## src/sv/pixel_format_converter_unit_assert.svh

```systemverilog
// Assertion macros for the pixel format converter.
`ifndef PIXEL_FORMAT_CONVERTER_UNIT_ASSERT_SVH
`define PIXEL_FORMAT_CONVERTER_UNIT_ASSERT_SVH

// Same-cycle implication, disabled while reset is asserted.
`define PFC_ASSERT_IMPLY(lbl, clk, rst_n, ante, cons) \
  lbl: assert property (@(posedge clk) disable iff (!rst_n) (ante) |-> (cons)) \
    else $error("pfc assertion failed");

// Consequent checked a fixed number of cycles after the antecedent.
`define PFC_ASSERT_DELAY(lbl, clk, rst_n, ante, n, cons) \
  lbl: assert property (@(posedge clk) disable iff (!rst_n) (ante) |-> ##n (cons)) \
    else $error("pfc assertion failed");

`endif

```

## src/sv/pfc_pkg.sv

```systemverilog
package pfc_pkg;

  localparam logic [3:0] FMT_AUTO     = 4'd0;
  localparam logic [3:0] FMT_I8       = 4'd1;
  localparam logic [3:0] FMT_AI88     = 4'd2;
  localparam logic [3:0] FMT_RGB888   = 4'd3;
  localparam logic [3:0] FMT_RGBA8888 = 4'd4;
  localparam logic [3:0] FMT_RGB565   = 4'd5;
  localparam logic [3:0] FMT_A8       = 4'd6;
  localparam logic [3:0] FMT_RGBA4444 = 4'd7;
  localparam logic [3:0] FMT_RGB5A1   = 4'd8;

  localparam logic [0:0] REG_SRC_FMT = 1'b0;
  localparam logic [0:0] REG_DST_FMT = 1'b1;

  localparam logic [8:0]  LUMA_R = 9'd299;
  localparam logic [9:0]  LUMA_G = 10'd587;
  localparam logic [6:0]  LUMA_B = 7'd114;
  localparam logic [8:0]  LUMA_RND = 9'd500;
  // floor(s / 1000) == (s * ceil(2^28 / 1000)) >> 28 for every s below 2^18
  localparam logic [18:0] LUMA_RECIP = 19'd268436;
  localparam int unsigned LUMA_SHIFT = 28;

  localparam logic [7:0] ALPHA_OPAQUE = 8'hFF;

  // supported destination codes per source code, bit t = target code t
  localparam logic [7:0][15:0] SUPPORTED = '{
    16'h0000, 16'h0000, 16'h0000,
    16'h01EE,   // RGBA8888
    16'h01B6,   // RGB888
    16'h01FA,   // AI88
    16'h01BC,   // I8
    16'h0000
  };

  typedef struct packed {
    logic        convert;
    logic [3:0]  fmt;
    logic [2:0]  nbytes;
    logic [31:0] pass_pix;
    logic [7:0]  r;
    logic [7:0]  g;
    logic [7:0]  b;
    logic [7:0]  a;
    logic        last;
  } pix_ctrl_t;

endpackage

```

## src/sv/pfc_decode.sv

```systemverilog
module pfc_decode import pfc_pkg::*; (
  input  logic [2:0]  src_fmt_i,
  input  logic [3:0]  dst_fmt_i,
  input  logic [7:0]  byte0_i,
  input  logic [7:0]  byte1_i,
  input  logic [7:0]  byte2_i,
  input  logic [7:0]  byte3_i,
  input  logic        last_i,
  output pix_ctrl_t   ctrl_o
);

  logic        valid_src;
  logic [15:0] mask;
  logic [3:0]  src4;
  logic [31:0] all_bytes;

  assign src4      = {1'b0, src_fmt_i};
  assign valid_src = (src4 == FMT_I8) || (src4 == FMT_AI88) ||
                     (src4 == FMT_RGB888) || (src4 == FMT_RGBA8888);
  assign mask      = SUPPORTED[src_fmt_i];
  assign all_bytes = {byte3_i, byte2_i, byte1_i, byte0_i};

  always_comb begin
    ctrl_o.convert = valid_src && (dst_fmt_i != FMT_AUTO) && (dst_fmt_i != src4) &&
                     mask[dst_fmt_i];
    ctrl_o.last    = last_i;
    ctrl_o.r       = byte0_i;
    ctrl_o.g       = byte1_i;
    ctrl_o.b       = byte2_i;
    ctrl_o.a       = byte3_i;
    ctrl_o.fmt     = ctrl_o.convert ? dst_fmt_i : src4;
    ctrl_o.nbytes  = valid_src ? src_fmt_i : 3'd4;
    ctrl_o.pass_pix = all_bytes;
    case (src4)
      FMT_I8: begin
        ctrl_o.g        = byte0_i;
        ctrl_o.b        = byte0_i;
        ctrl_o.a        = ALPHA_OPAQUE;
        ctrl_o.pass_pix = {24'd0, byte0_i};
      end
      FMT_AI88: begin
        ctrl_o.g        = byte0_i;
        ctrl_o.b        = byte0_i;
        ctrl_o.a        = byte1_i;
        ctrl_o.pass_pix = {16'd0, byte1_i, byte0_i};
      end
      FMT_RGB888: begin
        ctrl_o.a        = ALPHA_OPAQUE;
        ctrl_o.pass_pix = {8'd0, byte2_i, byte1_i, byte0_i};
      end
      default: ;
    endcase
  end

endmodule

```

## src/sv/pfc_luma.sv

```systemverilog
module pfc_luma import pfc_pkg::*; (
  input  logic       clk_i,
  input  logic [7:0] r_i,
  input  logic [7:0] g_i,
  input  logic [7:0] b_i,
  output logic [7:0] y_o
);

  // three stages: weighted products, rounded sum, reciprocal product
  logic [16:0] pr_d, pr_q;
  logic [17:0] pg_d, pg_q;
  logic [14:0] pb_d, pb_q;
  logic [17:0] sum_d, sum_q;
  logic [36:0] quo_d, quo_q;

  assign pr_d  = 17'(r_i) * 17'(LUMA_R);
  assign pg_d  = 18'(g_i) * 18'(LUMA_G);
  assign pb_d  = 15'(b_i) * 15'(LUMA_B);
  assign sum_d = 18'(pr_q) + pg_q + 18'(pb_q) + 18'(LUMA_RND);
  assign quo_d = 37'(sum_q) * 37'(LUMA_RECIP);

  always_ff @(posedge clk_i) begin
    pr_q  <= pr_d;
    pg_q  <= pg_d;
    pb_q  <= pb_d;
    sum_q <= sum_d;
    quo_q <= quo_d;
  end

  assign y_o = quo_q[LUMA_SHIFT +: 8];

endmodule

```

## src/sv/pfc_pack.sv

```systemverilog
module pfc_pack import pfc_pkg::*; (
  input  pix_ctrl_t   ctrl_i,
  input  logic [7:0]  y_i,
  output logic [31:0] pix_o,
  output logic [2:0]  nbytes_o
);

  always_comb begin
    pix_o    = ctrl_i.pass_pix;
    nbytes_o = ctrl_i.nbytes;
    if (ctrl_i.convert) begin
      case (ctrl_i.fmt)
        FMT_I8: begin
          pix_o    = {24'd0, y_i};
          nbytes_o = 3'd1;
        end
        FMT_AI88: begin
          pix_o    = {16'd0, ctrl_i.a, y_i};
          nbytes_o = 3'd2;
        end
        FMT_RGB888: begin
          pix_o    = {8'd0, ctrl_i.b, ctrl_i.g, ctrl_i.r};
          nbytes_o = 3'd3;
        end
        FMT_RGBA8888: begin
          pix_o    = {ctrl_i.a, ctrl_i.b, ctrl_i.g, ctrl_i.r};
          nbytes_o = 3'd4;
        end
        FMT_RGB565: begin
          pix_o    = {16'd0, ctrl_i.r[7:3], ctrl_i.g[7:2], ctrl_i.b[7:3]};
          nbytes_o = 3'd2;
        end
        FMT_A8: begin
          pix_o    = {24'd0, ctrl_i.a};
          nbytes_o = 3'd1;
        end
        FMT_RGBA4444: begin
          pix_o    = {16'd0, ctrl_i.r[7:4], ctrl_i.g[7:4], ctrl_i.b[7:4], ctrl_i.a[7:4]};
          nbytes_o = 3'd2;
        end
        default: begin // RGB5A1
          pix_o    = {16'd0, ctrl_i.r[7:3], ctrl_i.g[7:3], ctrl_i.b[7:3], ctrl_i.a[7]};
          nbytes_o = 3'd2;
        end
      endcase
    end
  end

endmodule

```

## src/sv/pixel_format_converter_unit.sv

```systemverilog
// Channel   Handshake            Payload
// input     start_i / busy_o     pix_byte0_i..pix_byte3_i, last_pixel_i
// result    done_o (strobe)      out_pixel_o, out_bytes_o, out_format_o, last_out_o
// config    cfg_we_i             cfg_idx_i, cfg_wdata_i
//
// One pixel per cycle while busy_o is low.
// Each result follows the luma path: products, sum, reciprocal multiply, pack.
// busy_o is high during reset and in the first cycle after it, then stays low.
// Results cannot be stalled; done_o marks each for exactly one cycle.
// Formats are sampled when the pixel is transferred.
module pixel_format_converter_unit import pfc_pkg::*; (
  input  logic        clk_i,
  input  logic        rst_ni,
  input  logic        start_i,
  output logic        busy_o,
  input  logic [7:0]  pix_byte0_i,
  input  logic [7:0]  pix_byte1_i,
  input  logic [7:0]  pix_byte2_i,
  input  logic [7:0]  pix_byte3_i,
  input  logic        last_pixel_i,
  input  logic        cfg_we_i,
  input  logic [0:0]  cfg_idx_i,
  input  logic [3:0]  cfg_wdata_i,
  output logic        done_o,
  output logic [31:0] out_pixel_o,
  output logic [2:0]  out_bytes_o,
  output logic [3:0]  out_format_o,
  output logic        last_out_o
);

`include "pixel_format_converter_unit_assert.svh"

  localparam int unsigned Depth = 3;

  logic [2:0]  src_fmt_q;
  logic [3:0]  dst_fmt_q;
  logic        busy_q;
  logic        take;
  pix_ctrl_t   ctrl_in;
  pix_ctrl_t   ctrl_q [Depth];
  logic [Depth-1:0] vld_q;
  logic [7:0]  luma_y;
  logic [31:0] pix_d, pix_q;
  logic [2:0]  nbytes_d, nbytes_q;
  logic [3:0]  fmt_q;
  logic        last_q;
  logic        done_q;

  assign take = start_i && !busy_q;

  always_ff @(posedge clk_i or negedge rst_ni) begin
    if (!rst_ni) begin
      src_fmt_q <= FMT_RGBA8888[2:0];
      dst_fmt_q <= FMT_AUTO;
      busy_q    <= 1'b1;
    end else begin
      busy_q <= 1'b0;
      if (cfg_we_i) begin
        unique case (cfg_idx_i)
          REG_SRC_FMT: src_fmt_q <= cfg_wdata_i[2:0];
          REG_DST_FMT: dst_fmt_q <= cfg_wdata_i;
          default: ;
        endcase
      end
    end
  end

  pfc_decode u_decode (
    .src_fmt_i (src_fmt_q),
    .dst_fmt_i (dst_fmt_q),
    .byte0_i   (pix_byte0_i),
    .byte1_i   (pix_byte1_i),
    .byte2_i   (pix_byte2_i),
    .byte3_i   (pix_byte3_i),
    .last_i    (last_pixel_i),
    .ctrl_o    (ctrl_in)
  );

  pfc_luma u_luma (
    .clk_i (clk_i),
    .r_i   (ctrl_in.r),
    .g_i   (ctrl_in.g),
    .b_i   (ctrl_in.b),
    .y_o   (luma_y)
  );

  // control travels alongside the luma stages
  always_ff @(posedge clk_i or negedge rst_ni) begin
    if (!rst_ni) begin
      vld_q <= '0;
    end else begin
      vld_q <= {vld_q[Depth-2:0], take};
    end
  end

  always_ff @(posedge clk_i) begin
    ctrl_q[0] <= ctrl_in;
    for (int i = 1; i < Depth; i++) begin
      ctrl_q[i] <= ctrl_q[i-1];
    end
  end

  pfc_pack u_pack (
    .ctrl_i   (ctrl_q[Depth-1]),
    .y_i      (luma_y),
    .pix_o    (pix_d),
    .nbytes_o (nbytes_d)
  );

  always_ff @(posedge clk_i or negedge rst_ni) begin
    if (!rst_ni) begin
      done_q <= 1'b0;
    end else begin
      done_q <= vld_q[Depth-1];
    end
  end

  always_ff @(posedge clk_i) begin
    pix_q    <= pix_d;
    nbytes_q <= nbytes_d;
    fmt_q    <= ctrl_q[Depth-1].fmt;
    last_q   <= ctrl_q[Depth-1].last;
  end

  assign busy_o       = busy_q;
  assign done_o       = done_q;
  assign out_pixel_o  = pix_q;
  assign out_bytes_o  = nbytes_q;
  assign out_format_o = fmt_q;
  assign last_out_o   = last_q;

  `PFC_ASSERT_DELAY(a_latency, clk_i, rst_ni, start_i && !busy_o, 4, done_o)
  `PFC_ASSERT_IMPLY(a_bytes_range, clk_i, rst_ni, done_o,
                    out_bytes_o != 3'd0 && out_bytes_o <= 3'd4)
  `PFC_ASSERT_IMPLY(a_one_byte_clean, clk_i, rst_ni, done_o && out_bytes_o == 3'd1,
                    out_pixel_o[31:8] == 24'd0)
  `PFC_ASSERT_IMPLY(a_narrow_clean, clk_i, rst_ni, done_o && out_bytes_o == 3'd2,
                    out_pixel_o[31:16] == 16'd0)

endmodule
```

## config.mk

```make
export PLATFORM = sky130hd
export DESIGN_NAME = pixel_format_converter_unit
export DESIGN_NICKNAME = d
export VERILOG_FILES = /design/src/sv/pfc_pkg.sv /design/src/sv/pfc_decode.sv /design/src/sv/pfc_luma.sv /design/src/sv/pfc_pack.sv /design/src/sv/pixel_format_converter_unit.sv
export VERILOG_INCLUDE_DIRS = /design/src /design/src/sv
export SDC_FILE = /design/constraint.sdc
export NUM_CORES = 1
export LEC_CHECK = 0
export ABC_CLOCK_PERIOD_IN_PS = 7400
export BUFFER_PORTS_ARGS = -buffer_cell sky130_fd_sc_hd__buf_4
export CORE_UTILIZATION = 40
export CTS_BUF_LIST = sky130_fd_sc_hd__clkbuf_16
export DETAILED_ROUTE_END_ITERATION = 12
export HOLD_SLACK_MARGIN = 0.08
export RECOVER_POWER = 25
export SYNTH_ARGS = -nofsm -noshare
export SYNTH_HDL_FRONTEND = slang
export SYNTH_SLANG_ARGS = --single-unit
```

## constraint.sdc

```tcl
create_clock -name clk_i -period 7.4 [get_ports clk_i]
set_input_delay 0.74 -clock clk_i [delete_from_list [all_inputs] [get_ports clk_i]]
set_output_delay 0.74 -clock clk_i [all_outputs]
set_load 0.005 [all_outputs]
```

==> impl_metrics.env <==
export IMPL_portBuffers=83
export IMPL_avgSynthCellArea_um2=10.7
export IMPL_synth_area_mux_share=0.00584
export IMPL_clk_insertion_delay_late_ps=560
export IMPL_wl_um=37000
export IMPL_synth_nets=2005
export IMPL_drive_above_1_share=0.0926
export IMPL_synth_compound_area_frac=0.105
export IMPL_first_pass_iters=9
export IMPL_drc=4
export IMPL_yosysWarnings=0
export IMPL_grt_pass1_vias=11100
export IMPL_row_count=74
export IMPL_synth_top_family_by_area="adder cells"
export IMPL_tns_ps=0
export IMPL_area_delta_synth_final_pct=13.2
export IMPL_coreArea_um2=41000
export IMPL_dp_cells=2158
export IMPL_cts_resized_gates=0
export IMPL_cp_arrival_ps=6260
export IMPL_yosys_area_share_simple=0.0776
export IMPL_die_w_um=206
export IMPL_synthFlopType="dfxtp_1"
export IMPL_hp_class="in2reg"
export IMPL_synth_common_cells="dfxtp_1, ha_1, inv_1"
export IMPL_clock_path_buffers=3
export IMPL_wl_per_cell_um=16.7
export IMPL_synth_fa_ha_area_frac=0.344
export IMPL_slew_viol_final=0
export IMPL_grt_setup_unrepaired="no"
export IMPL_hpwl_um=29700
export IMPL_post_drt_via_cell_ratio=4.96
export IMPL_nets=2100
export IMPL_ys_async_sr_fraction=0.0379
export IMPL_grt_ovfl_total=0
export IMPL_synth_xor_area_frac=0.0262
export IMPL_globalRouteTotalUtil=0.178
export IMPL_slew_headroom=0.311
export IMPL_start_kind="register"
export IMPL_htreeDepth=1
export IMPL_antenna_found_initial=2
export IMPL_final_cell_count_no_fill=2216
export IMPL_synth_cell_type_count=69
export IMPL_synthTopCellsByArea="dfxtp_1, ha_1, fa_1"
export IMPL_cts_sinks=317
export IMPL_numCtsBuffers=31
export IMPL_synth_largest_area_cell="dfxtp_1"
export IMPL_gp_congestion=0.838
export IMPL_critPathRequiredTime_ps=7890
export IMPL_clock_skew_ps=11.6
export IMPL_period_needed_ps=5770
export IMPL_synth_top_area_frac=0.366
export IMPL_cts_root_buf="clkbuf_16"
export IMPL_grt_pass1_wl_um=59000
export IMPL_synth_seq_cells=317
export IMPL_fmax_ghz=0.173
export IMPL_min_period_over_period=0.780
export IMPL_utilization=0.461
export IMPL_post_cts_buffers=0
export IMPL_initial_core_util=0.407
export IMPL_synth_yosys_seq_area_share=0.384
export IMPL_synthCells=1565
export IMPL_postCtsHoldBufs=1
export IMPL_path_class="reg2reg"
export IMPL_setup_viol=0
export IMPL_diodes=0
export IMPL_dieArea_um2=42600
export IMPL_post_synth_top_count_cell="dfxtp_1"
export IMPL_cap_violations=0
export IMPL_status="finished, violations left"
export IMPL_endpoint_kind="register"
export IMPL_grt_max_degree=39
export IMPL_drt_initial_drc_count=632
export IMPL_hold_viol=0
export IMPL_synth_edf_count=0
export IMPL_violations="design-rule violations"
export IMPL_tightest_slew_ps=1030
export IMPL_cts_tree="built"
export IMPL_synth_area_um2=16700
export IMPL_io_pins=84
export IMPL_cts_clk_slew_worst_paths_ps=70
export IMPL_antenna_left=0
export IMPL_crit_fanout=14
export IMPL_die_h_um=206
export IMPL_vias=11000
## sequential cells by signal, indices dropped and copies added (netlist names)
signal / count
u_luma.sum_q: 18
ctrl_q: 190
out_pixel_o: 32
done_o: 1
last_out_o: 1
u_luma.pb_q: 14
u_luma.pr_q: 17
u_luma.quo_q: 8
vld_q: 3
dst_fmt_q: 4
src_fmt_q: 3
u_luma.pg_q: 18
out_format_o: 4
out_bytes_o: 3
busy_o: 1
## critical path, cell delays in order (launching register included)
cell	delay [ps]
dfrtp_1	480
inv_1	380
ha_1	560
nor2_1	80
nor2_1	410
and2_1	220
a21oi_1	70
inv_1	170
ha_1	260
inv_1	70
fa_1	410
inv_1	80
fa_1	440
fa_1	490
ha_1	380
inv_1	60
o21ai_0	160
or3b_2	490
a31oi_1	230
a21oi_1	110
o21bai_1	130
## cells by family (layout without fill, tap and decap cells)
| logic type | count (synthesis) | count (layout) |
|---|---|---|
| adder cells (fa/ha/maj) | 404 | 404 |
| flip-flops | 317 | 317 |
| AND/OR/NAND/NOR | 264 | 264 |
| AO/OA/AOI/OAI | 263 | 263 |
| buffers and inverters | 257 | 376 |
| XOR/XNOR | 50 | 50 |
| multiplexers | 9 | 9 |
| other | 1 | 1 |
## worst paths after layout
| path | cells past startpoint | end | start | slack, ps |
|---|---|---|---|---|
| max | 20 | u_luma.pg_q[17] | src_fmt_q[0] | 1630 |
| min | 1 | ctrl_q[0][0] | last_pixel_i | 310 |
| min reg2reg | 0 | ctrl_q[0][153] | ctrl_q[0][80] | 320 |
| max in group asynchronous | 2 | src_fmt_q[2] | rst_ni | 6610 |
| min in group asynchronous | 2 | src_fmt_q[1] | rst_ni | 560 |
| max reg2reg | 20 | u_luma.pg_q[17] | src_fmt_q[0] | 1630 |
## cells in the final DEF, fill, tap and decap left out, types with 5 or more instances in the layout
cell and instances:
a211oi_1 11, a21boi_0 5, a21o_1 14, a21oi_1 65, a221oi_1 8, a22o_1 16
a22oi_1 16, a31oi_1 6, a41oi_1 6, and2_1 12, and3_1 6, buf_4 84
clkbuf_16 31, clkinv_1 6, dfrtp_1 10, dfxtp_1 305, fa_1 94, ha_1 304
inv_1 235, maj3_1 6, mux2_2 6, nand2_1 76, nand2b_1 7, nand3_1 26
nand4_1 6, nor2_1 62, nor2b_1 30, nor3_1 14, o21a_1 5, o21ai_0 56
o21bai_1 10, o22ai_1 10, o2bb2ai_1 7, o31ai_1 5, xnor2_1 38, xor2_1 12
## area by class of cell
type,instances,area [µm²]
clock buffer,31,776
clock inverter,26,195
fill,3857,22100
inverter,233,875
multi-input combinational,991,9340
sequential,317,6410
tap,532,666
timing repair buffer,86,648
## layer usage
layer  track usage  share of wire  up-vias
met5             0              0        -
met4        0.0420          0.020        0
met3        0.0196          0.039       47
met2         0.286           0.45      226
met1         0.256           0.49     5217
li1              -              -     5497
## through the flow
step | instance area, µm² | worst slack [ps] | hold WS (ps)
floorplan | 16700 | 2330 | 310
global placement | 17900 | 1920 | 310
detailed placement | 17900 | 1750 | 312
CTS | 18900 | 1690 | 259
global route | 18900 | 1190 | 294
finish | 18900 | 1630 | 309
Power is not shown: default switching activity piles up to over one toggle a cycle in this logic, so the estimate is an artifact.
